File: config.mk
export PLATFORM = sky130hd
export DESIGN_NAME = port_flow_counter_with_aging_unit
export DESIGN_NICKNAME = d
export VERILOG_FILES = /design/src/rtl/core/pfca_pkg.sv /design/src/rtl/core/pfca_ctrl.sv /design/src/rtl/core/pfca_datapath.sv /design/src/rtl/core/port_flow_counter_with_aging_unit.sv
export SDC_FILE = /design/constraint.sdc
export NUM_CORES = 2
export LEC_CHECK = 0
export BUFFER_PORTS_ARGS = -buffer_cell sky130_fd_sc_hd__buf_2
export CORE_UTILIZATION = 55
export CTS_CLUSTER_DIAMETER = 150
export DETAILED_ROUTE_END_ITERATION = 12
export PLACE_DENSITY = 0.71
export SLEW_MARGIN = 20
export SYNTH_ARGS = -nofsm -noshare
export SYNTH_HDL_FRONTEND = slang
export SYNTH_HIERARCHICAL = 1
export SYNTH_SLANG_ARGS = --single-unit
export TNS_END_PERCENT = 100
File: constraint.sdc
create_clock -name clk -period 18.8 [get_ports clk]
set_clock_uncertainty 0.05 [all_clocks]
set_input_delay 0.94 -clock clk [delete_from_list [all_inputs] [get_ports clk]]
set_output_delay 0.94 -clock clk [all_outputs]
set_load 0.03 [all_outputs]
File: src/rtl/core/pfca_pkg.sv
`timescale 1ns / 1ps
// pfca_pkg: types and constants shared by the port flow counter with aging.
// No dependencies.
package pfca_pkg;

    localparam int PORT_W  = 16;
    localparam int TIME_W  = 32;
    localparam int TMO_W   = 31;
    localparam int CNT_OUT_W = 7;
    localparam int CFG_IDX_W = 2;
    localparam int CFG_DATA_W = 31;

    localparam logic [CFG_IDX_W-1:0] CFG_TIMEOUT_MS      = 2'd0;
    localparam logic [CFG_IDX_W-1:0] CFG_PROTOCOL_SELECT = 2'd1;
    localparam logic [CFG_IDX_W-1:0] CFG_PORT_SELECT     = 2'd2;

    localparam logic OP_OBSERVE = 1'b0;
    localparam logic OP_SAMPLE  = 1'b1;

    localparam logic SEL_UDP = 1'b0;
    localparam logic SEL_SRC = 1'b0;

    localparam logic [TMO_W-1:0] TIMEOUT_RESET = 31'd1000;

    typedef struct packed {
        logic              op;
        logic              is_udp;
        logic              is_tcp;
        logic [PORT_W-1:0] src_port;
        logic [PORT_W-1:0] dst_port;
        logic [TIME_W-1:0] now_ms;
    } pfca_in_t;

    typedef struct packed {
        logic [CNT_OUT_W-1:0] active_flows;
        logic                 table_overflowed;
    } pfca_out_t;

    typedef struct packed {
        logic              valid;
        logic [PORT_W-1:0] port;
        logic [TIME_W-1:0] last_seen;
    } pfca_entry_t;

    typedef enum logic [2:0] {
        ST_CLEAR,
        ST_IDLE,
        ST_WALK,
        ST_DRAIN,
        ST_COMMIT,
        ST_REPORT
    } pfca_state_t;

    typedef struct packed {
        logic clear_step;
        logic load_item;
        logic walk;
        logic commit;
        logic report;
    } pfca_cmd_t;

    typedef struct packed {
        logic idx_last;
        logic in_is_sample;
        logic in_match;
        logic item_is_sample;
        logic out_free;
    } pfca_status_t;

endpackage

File: src/rtl/core/pfca_ctrl.sv
`timescale 1ns / 1ps
// pfca_ctrl: sequencer for table clearing, lookup/ageing walks and reporting.
// Depends on pfca_pkg.
module pfca_ctrl (
    input  logic                  clk,
    input  logic                  rst_n,
    input  logic                  item_valid,
    output logic                  item_ready,
    input  pfca_pkg::pfca_status_t status,
    output pfca_pkg::pfca_cmd_t    cmd
);
    import pfca_pkg::*;

    pfca_state_t state_reg;
    pfca_state_t state_next;

    always_ff @(posedge clk or negedge rst_n)
    begin
        if (!rst_n)
        begin
            state_reg <= ST_CLEAR;
        end
        else
        begin
            state_reg <= state_next;
        end
    end

    always_comb
    begin
        state_next = state_reg;
        unique case (state_reg)
            ST_CLEAR:
            begin
                if (status.idx_last)
                    state_next = ST_IDLE;
            end
            ST_IDLE:
            begin
                if (item_valid && (status.in_is_sample || status.in_match))
                    state_next = ST_WALK;
            end
            ST_WALK:
            begin
                if (status.idx_last)
                    state_next = ST_DRAIN;
            end
            ST_DRAIN:
            begin
                state_next = status.item_is_sample ? ST_REPORT : ST_COMMIT;
            end
            ST_COMMIT:
            begin
                state_next = ST_IDLE;
            end
            ST_REPORT:
            begin
                if (status.out_free)
                    state_next = ST_IDLE;
            end
            default:
            begin
                state_next = ST_IDLE;
            end
        endcase
    end

    always_comb
    begin
        cmd        = '0;
        item_ready = 1'b0;
        unique case (state_reg)
            ST_CLEAR:
            begin
                cmd.clear_step = 1'b1;
            end
            ST_IDLE:
            begin
                item_ready    = 1'b1;
                cmd.load_item = item_valid;
            end
            ST_WALK:
            begin
                cmd.walk = 1'b1;
            end
            ST_DRAIN:
            begin
                cmd = '0;
            end
            ST_COMMIT:
            begin
                cmd.commit = 1'b1;
            end
            ST_REPORT:
            begin
                cmd.report = status.out_free;
            end
            default:
            begin
                cmd = '0;
            end
        endcase
    end

    assert property (@(posedge clk) disable iff (!rst_n)
        (state_reg == ST_WALK && status.idx_last) |=> (state_reg == ST_DRAIN))
        else $error("walk did not end after last entry");

endmodule

File: src/rtl/core/pfca_datapath.sv
`timescale 1ns / 1ps
// pfca_datapath: flow table memory, walk index, hit/free tracking, ageing,
// flow count, overflow flag, configuration and result register. Uses pfca_pkg.
module pfca_datapath #(
    parameter int MAX_FLOWS = 64
) (
    input  logic                                clk,
    input  logic                                rst_n,
    input  logic                                cfg_we,
    input  logic [pfca_pkg::CFG_IDX_W-1:0]      cfg_index,
    input  logic [pfca_pkg::CFG_DATA_W-1:0]     cfg_data,
    input  pfca_pkg::pfca_in_t                  item,
    output logic                                result_valid,
    input  logic                                result_ready,
    output pfca_pkg::pfca_out_t                 result,
    input  pfca_pkg::pfca_cmd_t                 cmd,
    output pfca_pkg::pfca_status_t              status
);
    import pfca_pkg::*;

    localparam int IW = (MAX_FLOWS > 1) ? $clog2(MAX_FLOWS) : 1;
    localparam int CW = $clog2(MAX_FLOWS + 1);
    localparam logic [IW-1:0] IDX_LAST = IW'(MAX_FLOWS - 1);

    pfca_entry_t entry_mem [MAX_FLOWS];

    logic [TMO_W-1:0]  timeout_reg;
    logic              proto_sel_reg;
    logic              port_sel_reg;

    logic              sample_reg;
    logic [PORT_W-1:0] port_reg;
    logic [TIME_W-1:0] now_reg;

    logic [IW-1:0]     addr_reg;
    logic [IW-1:0]     rd_idx_reg;
    logic              rd_vld_reg;
    pfca_entry_t       rd_data_reg;

    logic              hit_reg;
    logic [IW-1:0]     hit_idx_reg;
    logic              free_reg;
    logic [IW-1:0]     free_idx_reg;

    logic [CW-1:0]     count_reg;
    logic              overflow_reg;

    logic              out_valid_reg;
    pfca_out_t         out_reg;

    logic [TIME_W-1:0] age;
    logic              age_kill;
    logic              port_hit;
    logic              wr_en;
    logic [IW-1:0]     wr_addr;
    pfca_entry_t       wr_data;

    // configuration
    always_ff @(posedge clk or negedge rst_n)
    begin
        if (!rst_n)
        begin
            timeout_reg   <= TIMEOUT_RESET;
            proto_sel_reg <= SEL_UDP;
            port_sel_reg  <= SEL_SRC;
        end
        else if (cfg_we)
        begin
            unique case (cfg_index)
                CFG_TIMEOUT_MS:      timeout_reg   <= cfg_data[TMO_W-1:0];
                CFG_PROTOCOL_SELECT: proto_sel_reg <= cfg_data[0];
                CFG_PORT_SELECT:     port_sel_reg  <= cfg_data[0];
                default:             timeout_reg   <= timeout_reg;
            endcase
        end
    end

    // captured transaction
    always_ff @(posedge clk)
    begin
        if (cmd.load_item)
        begin
            sample_reg <= (item.op == OP_SAMPLE);
            port_reg   <= port_sel_reg ? item.dst_port : item.src_port;
            now_reg    <= item.now_ms;
        end
    end

    // walk index and read pipeline
    always_ff @(posedge clk or negedge rst_n)
    begin
        if (!rst_n)
        begin
            addr_reg   <= '0;
            rd_vld_reg <= 1'b0;
        end
        else
        begin
            rd_vld_reg <= cmd.walk;
            if (cmd.load_item)
                addr_reg <= '0;
            else if (cmd.clear_step || cmd.walk)
                addr_reg <= IW'(addr_reg + 1'b1);
        end
    end

    always_ff @(posedge clk)
    begin
        if (cmd.walk)
        begin
            rd_data_reg <= entry_mem[addr_reg];
            rd_idx_reg  <= addr_reg;
        end
    end

    assign age      = now_reg - rd_data_reg.last_seen;
    assign age_kill = rd_vld_reg && sample_reg && rd_data_reg.valid &&
                      (age >= {1'b0, timeout_reg});
    assign port_hit = rd_data_reg.valid && (rd_data_reg.port == port_reg);

    // lookup tracking
    always_ff @(posedge clk or negedge rst_n)
    begin
        if (!rst_n)
        begin
            hit_reg  <= 1'b0;
            free_reg <= 1'b0;
        end
        else if (cmd.load_item)
        begin
            hit_reg  <= 1'b0;
            free_reg <= 1'b0;
        end
        else if (rd_vld_reg && !sample_reg)
        begin
            if (port_hit)
                hit_reg <= 1'b1;
            if (!rd_data_reg.valid && !free_reg)
                free_reg <= 1'b1;
        end
    end

    always_ff @(posedge clk)
    begin
        if (rd_vld_reg && !sample_reg)
        begin
            if (port_hit)
                hit_idx_reg <= rd_idx_reg;
            if (!rd_data_reg.valid && !free_reg)
                free_idx_reg <= rd_idx_reg;
        end
    end

    // table write port
    always_comb
    begin
        wr_en   = 1'b0;
        wr_addr = addr_reg;
        wr_data = '0;
        priority if (cmd.clear_step)
        begin
            wr_en = 1'b1;
        end
        else if (cmd.commit && (hit_reg || free_reg))
        begin
            wr_en   = 1'b1;
            wr_addr = hit_reg ? hit_idx_reg : free_idx_reg;
            wr_data = '{valid: 1'b1, port: port_reg, last_seen: now_reg};
        end
        else if (age_kill)
        begin
            wr_en   = 1'b1;
            wr_addr = rd_idx_reg;
            wr_data = '{valid: 1'b0, port: rd_data_reg.port,
                        last_seen: rd_data_reg.last_seen};
        end
    end

    always_ff @(posedge clk)
    begin
        if (wr_en)
            entry_mem[wr_addr] <= wr_data;
    end

    // flow count, overflow flag, result register
    always_ff @(posedge clk or negedge rst_n)
    begin
        if (!rst_n)
        begin
            count_reg     <= '0;
            overflow_reg  <= 1'b0;
            out_valid_reg <= 1'b0;
        end
        else
        begin
            if (age_kill && (count_reg != '0))
                count_reg <= CW'(count_reg - 1'b1);
            else if (cmd.commit && !hit_reg && free_reg)
                count_reg <= CW'(count_reg + 1'b1);

            if (cmd.commit && !hit_reg && !free_reg)
                overflow_reg <= 1'b1;
            else if (cmd.report)
                overflow_reg <= 1'b0;

            if (cmd.report)
                out_valid_reg <= 1'b1;
            else if (result_ready)
                out_valid_reg <= 1'b0;
        end
    end

    always_ff @(posedge clk)
    begin
        if (cmd.report)
        begin
            out_reg.active_flows     <= CNT_OUT_W'(count_reg);
            out_reg.table_overflowed <= overflow_reg;
        end
    end

    assign result_valid = out_valid_reg;
    assign result       = out_reg;

    assign status.idx_last       = (addr_reg == IDX_LAST);
    assign status.in_is_sample   = (item.op == OP_SAMPLE);
    assign status.in_match       = proto_sel_reg ? item.is_tcp : item.is_udp;
    assign status.item_is_sample = sample_reg;
    assign status.out_free       = !out_valid_reg || result_ready;

    assert property (@(posedge clk) disable iff (!rst_n)
        count_reg <= CW'(MAX_FLOWS))
        else $error("flow count above table size");

    assert property (@(posedge clk) disable iff (!rst_n)
        cmd.report |=> (result_valid && result.table_overflowed == $past(overflow_reg)))
        else $error("report did not load result");

    assert property (@(posedge clk) disable iff (!rst_n)
        (cmd.commit && !hit_reg && !free_reg) |=> overflow_reg)
        else $error("dropped flow not flagged");

endmodule

File: src/rtl/core/port_flow_counter_with_aging_unit.sv
`timescale 1ns / 1ps
// port_flow_counter_with_aging_unit: top level of the port flow table.
// Instantiates pfca_ctrl and pfca_datapath; uses pfca_pkg.
//
// Usage:
//   item channel (item_valid/item_ready/item): observe or sample transaction.
//   An observe of the selected protocol looks up the selected port in a
//   table of MAX_FLOWS entries, refreshes or inserts it, or sets the sticky
//   overflow flag when the table is full. Other observes are dropped at once.
//   A sample ages out entries whose age is at or beyond timeout_ms, then
//   returns one transaction on result (result_valid/result_ready) with the
//   remaining count and the overflow flag, which it clears.
//   Config: cfg_we, cfg_index, cfg_data; write only while idle.
//   Timing: one table walk reads one entry per cycle from a single-port
//   read / single-port write memory. A matching observe or a sample holds
//   item_ready low after acceptance through the walk, a drain state and a
//   commit or report state; the sample result is registered in the report
//   state, which waits until the output register is free.
//   Reset: a clearing pass over all MAX_FLOWS entries empties the table;
//   item_ready stays low until it ends. Config writes are taken throughout.
//   Stall: a result waits in the output register; a second sample only
//   waits for that register at its end.
module port_flow_counter_with_aging_unit #(
    parameter int MAX_FLOWS = 64
) (
    input  logic                            clk,
    input  logic                            rst_n,
    input  logic                            cfg_we,
    input  logic [pfca_pkg::CFG_IDX_W-1:0]  cfg_index,
    input  logic [pfca_pkg::CFG_DATA_W-1:0] cfg_data,
    input  logic                            item_valid,
    output logic                            item_ready,
    input  pfca_pkg::pfca_in_t              item,
    output logic                            result_valid,
    input  logic                            result_ready,
    output pfca_pkg::pfca_out_t             result
);
    import pfca_pkg::*;

    pfca_cmd_t    cmd;
    pfca_status_t status;

    pfca_ctrl u_ctrl (
        .clk        (clk),
        .rst_n      (rst_n),
        .item_valid (item_valid),
        .item_ready (item_ready),
        .status     (status),
        .cmd        (cmd)
    );

    pfca_datapath #(
        .MAX_FLOWS (MAX_FLOWS)
    ) u_datapath (
        .clk          (clk),
        .rst_n        (rst_n),
        .cfg_we       (cfg_we),
        .cfg_index    (cfg_index),
        .cfg_data     (cfg_data),
        .item         (item),
        .result_valid (result_valid),
        .result_ready (result_ready),
        .result       (result),
        .cmd          (cmd),
        .status       (status)
    );

endmodule

* Word-level counts from Yosys, hierarchy flattened
Memories as Yosys holds them, arrays and structs flattened. A register that Yosys moved wholly into a read port is not among the register bits.
Index checks and enable logic that the tools add are counted.
** Operators by class
- Eq/ne operators :: 13
- $add $sub $neg :: 4
- Mux-type cells :: 40
- Reduce and logical (&&, ||, !) cells :: 39
- $lt $le $gt $ge :: 1
- Bitwise gates (word level) :: 0
- Divide/modulo/power cells :: 0
- Shift operators :: 0
- $mul :: 0
** Operators by type and width (number)
- $mux 49 :: 2
- $mux 48 :: 1
- $mux 6 :: 6
- $ge 32x31->1 :: 1
- $sub 32x32->32 :: 1
- $mux 1 :: 23
- $eq 16x16->1 :: 1
- $mux 16 :: 1
- $pmux 3 s5 :: 1
- $mux 7 :: 2
- $reduce_and 2->1 :: 7
- $reduce_bool 2->1 :: 7
- $logic_and 1x1->1 :: 12
- $mux 3 :: 4
- $add 7x1->7 const B :: 1
- $reduce_bool 7->1 :: 1
- $sub 7x1->7 const B :: 1
- $add 6x1->6 const B :: 1
- $eq 3x2->1 const B :: 2
- $eq 3x3->1 const B :: 2
- $eq 6x6->1 const B :: 1
- $logic_not 1->1 :: 5
- $logic_or 1x1->1 :: 4
- $ne 2x1->1 const B :: 2
- other kinds (7) :: 8
** Storage, ports and cells
- Latch bits :: 0
- Output and inout port bits :: 10
- Input port bits :: 105
- Bits in read-only memories :: 0
- Flip-flop bits (word level) :: 129
- Memory bits (writable) :: 3136
- Memories kept :: 1
- Word-level logic and storage cells :: 117
** Memories
- u_datapath.entry_mem :: depth 64, bits a word 49, rd ports 1, clocked after Yosys merged registers in 1, write ports 1, line pfca_datapath.sv:25 : pfca_entry_t entry_mem [MAX_FLOWS];

* Longest topological paths before layout
- Depth in word-level cells :: 8
- Gate-level depth with buffers :: 32
- Mapped depth without buffers :: 31

* Hierarchy
The synthesis kept the hierarchy.
** By module, submodules not included
- pfca_datapath :: seq. area each 99177.6 um^2, times used 1, area an instance 128298.0 um^2, cells each 5317
- pfca_ctrl :: seq. area each 75.1 um^2, times used 1, area an instance 210.2 um^2, cells each 22

* Least setup slack after synthesis
OpenSTA, ideal clock, no wires.
- Path type :: register to register
- From :: register u_datapath.now_reg[0]
- To :: memory u_datapath/entry_mem[0][0] (netlist name), enable pin
- Stages on the path, launching flop included :: 26
- Required time :: 18294 ps
- Period minus slack after synthesis :: 7254 ps
- Path buffers :: 2
- Arrival time :: 6748 ps
- Library setup time :: 456 ps
- Setup slack :: 11546 ps
- Cell sequence :: edfxtp_1 inv_1 ha_1 inv_1 fa_1 a21oi_1 o2111ai_1 a211oi_1 o32ai_1 o21a_1 nor2_1 o21ai_0 a21oi_1 xnor2_1 ha_1 nand4_1 nor4_1 and3_1 o21ai_0 a31o_2 and4_1 buf_6 buf_6 mux2_2 nand3_2 nor2_1
** On the way
- Cells in the longest elaborated chain, start to end :: 8
- Elaborated cells between the ends (all ways) :: 11
- Classes of those cells :: 1 x add/sub; 1 x order compare; 8 x mux; 1 x reduce/logical
** Ends and longest elaborated chain
- start: declaration :: line pfca_datapath.sv:33 : logic [TIME_W-1:0] now_reg;
- start signal: assignment :: line pfca_datapath.sv:85 : now_reg <= item.now_ms;
- $sub 32x32->32 (*) :: line pfca_datapath.sv:116 : assign age = now_reg - rd_data_reg.last_seen;
- $ge 32x31->1 (*) :: line pfca_datapath.sv:118 : (age >= {1'b0, timeout_reg});
- $logic_and 1x1->1 (*) :: line pfca_datapath.sv:117 : assign age_kill = rd_vld_reg && sample_reg && rd_data_reg.valid &&
- $mux 1 :: line pfca_datapath.sv:170 : else if (age_kill)
- $mux 1 :: line pfca_datapath.sv:164 : else if (cmd.commit && (hit_reg || free_reg))
- $mux 1 :: line pfca_datapath.sv:160 : priority if (cmd.clear_step)
- $mux 1 :: line pfca_datapath.sv:181 : if (wr_en)
- $mux 1 (implied by the code) :: line pfca_datapath.sv:182 : entry_mem[wr_addr] <= wr_data;
- end: declaration :: line pfca_datapath.sv:25
Mark *: on every way between the ends. The rest lies on a longest branch, timed or not.

==> impl_results.md <==
- Vias per cell: between 6 and 7
- Post-synth EDFFs: around 3300
- Setup Buffers After CTS: 0
- Chip Height: ~490 um
- Status: complete, no violations
- Register Area: approximately 100000 um2
- Unique cell type count in the Yosys netlist: 69
- Synth area leader: edfxtp_1
- Mean Syn Cell Area: roughly 24 um2
- Total of max-cap violations: 0
- Routed len/inst: between 30 and 40 um
- CP required: slightly below 20 ns
- Remaining global-route overflow: 0
- CP arrival: approximately 9.5 ns
- Post-route minimum period: 8.868 ns
- Start of the worst register-to-register path: u_datapath/now_reg[0]
- Multi-input gate area: ~28000 um2
- Routed met2 length: ~160000 um
- CP max FO: 48
- DRT met1 WL: approximately 130000 um
- Hold Path Class: in -> async
- Setup crit end: u_datapath/entry_mem[28][12]
- Core area: between 200000 and 250000 um2
- P per Cell Area: about 170 nW/um2
- Setup TNS: 0 ns
- Smallest hold slack: around 0.0031 ns
- Final Hold Fails: 0
- Synth warn: 6
- Largest cells by area after synthesis: edfxtp_1 76%, mux4_2 18%, dfrtp_1 0.93%, ha_1 0.66%, clkbuf_1 0.55%
- #FFs+latches synth: about 3300
- Max reg flops: 3136
- Cell Rows: roughly 180
- First DRT Iteration DRCs: 9141
- Initial antenna violation count: 46
- Max Used Layer: met5
- Reg-to-Reg End: u_datapath/entry_mem[28][12]
- TritonCTS clock tree: done
- Met3 WL post-DR: a little over 40000 um
- Placer Congestion: slightly below 0.9
- Synthesized area: 128500 um2
- Final net count: a little under 6000
- Mapped Nets: around 5500
- Via count: just over 60000
- Largest family of logic cells by synthesized area: multiplexers
- Yosys top cell area share: 0.7618
- Die X: 485.4 um
- Fmax: 112.8 MHz
- Clock latency at the later pin of the worst-skew pair: approximately 0.97 ns
- Vias in the first global route: about 61000
- CTS root buffer: clkbuf_16
- Fraction of layout instances using a drive strength above 1: 0.3249
- Synth Instances: roughly 5300
- Drt drc: 0
- Drt pass-1 iters: 5
- Kind of critical path: reg -> reg
- Fraction of registers with async set/reset: 0.01629
- PostCTS Resize Cnt: 0
- Reg2Reg Depth: 24
- Post-Synth XOR/XNOR Area: 0.003408
- Fillers: 15060
- LEAKAGE: ~0.043 uW
- Global-route wire length before repair: roughly 470000 um
- Largest net degree at the start of global routing: roughly 160
- Peak VDD IR: about 0.15 mV
- Clock buffer depth: 4
- R2r setup slk: between 9 and 10 ns
- Post-DP HPWL: roughly 190000 um
- RSZ-0062 raised after global routing: false
- ANT nets after route: 0
- Rel. slew slack: 0.1969
- Top FF cell, synth: edfxtp_1
- CP endpoint kind: flop
- Setup ws final: 9.932 ns
- Reg clk slew, reported paths: approximately 0.06 ns
- Worst Tran Pin Value: approximately 1.2 ns
- GRT Total Usage: 0.2845
- Die ar.: 235600 um2
- Hold buffer count at cts: 0
- Total CTS buffers: ~340
- Compound-cell area share of the yosys netlist: 0.01241
- Final worst path period share: 0.4717
- Port bufs: 114
- Critical Path Start: u_datapath/now_reg[0]
- Max Slew Vio Count: 0
- Initial core utilization: 0.5532
- Seq/Total Area, Yosys: 0.7723
- Mux contribution to synthesized area: 0.1849
- H-tree levels: 5
- DRT Wirelength: ~330000 um
- Post-Place Worst Slack: approximately 10 ns
- Critical path launch point type: flop
- Simple-gate share of the synthesized area: 0.009483
- Adder-cell share of the synthesized area: 0.006932
- Final setup violation count: 0
- # clock sinks: 3314
- Num ports: between 100 and 150
- Area growth syn-to-layout: 12.36%
[Yosys cell counts, types with 5 or more instances]
cell type,count
nor2_1,100
nand3_2,16
a22o_1,49
nand2_1,53
ha_1,68
buf_1,67
a21boi_0,7
dfstp_2,6
nand3_1,20
mux2i_1,9
inv_1,83
o2111ai_1,5
mux4_2,1029
clkbuf_1,188
a21oi_1,54
o21ai_0,53
nand2b_1,7
o21a_1,5
o21bai_1,10
a21o_1,15
mux2_2,34
xor2_1,29
edfxtp_1,3260
dfrtp_1,48
nor4_1,6
xnor2_1,21
nand4_1,6
nor3_1,9
mux2i_4,5
[worst max-delay path, stage by stage, from the launching register on]
cell	delay, ns
edfxtp_1	0.38
inv_1	0.07
ha_1	0.19
inv_1	0.06
fa_1	0.40
a21oi_1	0.27
o2111ai_1	0.26
a211oi_1	0.78
o32ai_1	0.31
o21a_1	0.24
nor2_1	0.19
o21ai_0	0.11
a21oi_1	0.18
xnor2_1	0.09
ha_1	0.29
nand4_1	0.17
nor4_1	0.50
and3_1	0.22
o21ai_0	0.09
a31o_2	0.28
and4_2	0.43
nor2_4	0.66
buf_4	0.64
a22o_1	0.95
buf_4	0.57
[cell usage in the layout, fill, tap and decap left out, types with 29 or more instances in the layout]
master	synthesis	routed
a21oi_1	54	54
a22o_1	49	46
buf_2	4	113
buf_4	3	166
bufinv_16	0	32
clkbuf_1	188	60
clkbuf_16	0	339
clkinv_1	1	61
clkinv_2	0	53
dfrtp_1	48	43
edfxtp_1	3260	3260
ha_1	68	68
inv_1	83	83
mux2_2	34	34
mux4_2	1029	1029
nand2_1	53	53
nor2_1	100	34
nor2_4	0	66
o21ai_0	53	53
xor2_1	29	29
[metal layers]
layer  GRT usage  up-vias
met5           0        -
met4     0.06788       28
met3     0.06700      469
met2      0.4357     3999
met1      0.4204    33050
li1            -    23730
[report_power, final]
group	total [uW]	internal, uW	leakage [uW]	switching, uW
registers	9910	9500	0.0285	413
clock network	6490	3760	0.00514	2730
logic	7520	3050	0.00961	4470
[logic make-up (layout without fill, tap and decap cells)]
group / Yosys count / after routing
adder cells (fa/ha/maj): 70 / 70
XOR/XNOR: 50 / 50
AND/OR/NAND/NOR: 244 / 244
flip-flops: 3314 / 3314
buffers and inverters: 350 / 958
other: 0 / 21
multiplexers: 1077 / 1077
AO/OA/AOI/OAI: 234 / 234
[per-stage QoR]
stage	utilization	instance area, um2	total power (uW)	instances
2_1_floorplan	-	128500	14590	5339
3_3_place_gp	0.5755	133700	17430	8399
3_5_place_dp	0.5757	133700	17530	8401
4_1_cts	0.6212	144300	24000	8989
5_1_grt	0.6214	144400	24620	8997
6_report	0.6215	144400	23920	9011
[layout make-up]
| cell class | count | area share |
|---|---|---|
| antenna | 21 | 0.0003639 |
| sequential | 3314 | 0.6875 |
| inverter | 85 | 0.002244 |
| tap | 3043 | 0.02637 |
| clock inverter | 185 | 0.01252 |
| timing repair buffer | 285 | 0.01334 |
| multi-input combinational | 1675 | 0.1970 |
| clock buffer | 403 | 0.06069 |
[how the worst min path moves through the flow]
| stage | from | to | slack, ns | depth (start not counted) |
|---|---|---|---|---|
| after detailed placement | u_datapath/overflow_reg | u_datapath/result[0] | 0.39 | 0 |
| after global routing | rst_n | u_datapath/count_reg[0] | 0.04 | 1 |
| after floorplan | u_datapath/addr_reg[2] | u_datapath/rd_idx_reg[2] | 0.37 | 0 |
| after global placement | u_datapath/overflow_reg | u_datapath/result[0] | 0.39 | 0 |
| after CTS | rst_n | u_datapath/hit_reg | 0.003 | 1 |
| final | rst_n | u_datapath/count_reg[0] | 0.003 | 1 |
(Power assumes the default switching activity.)
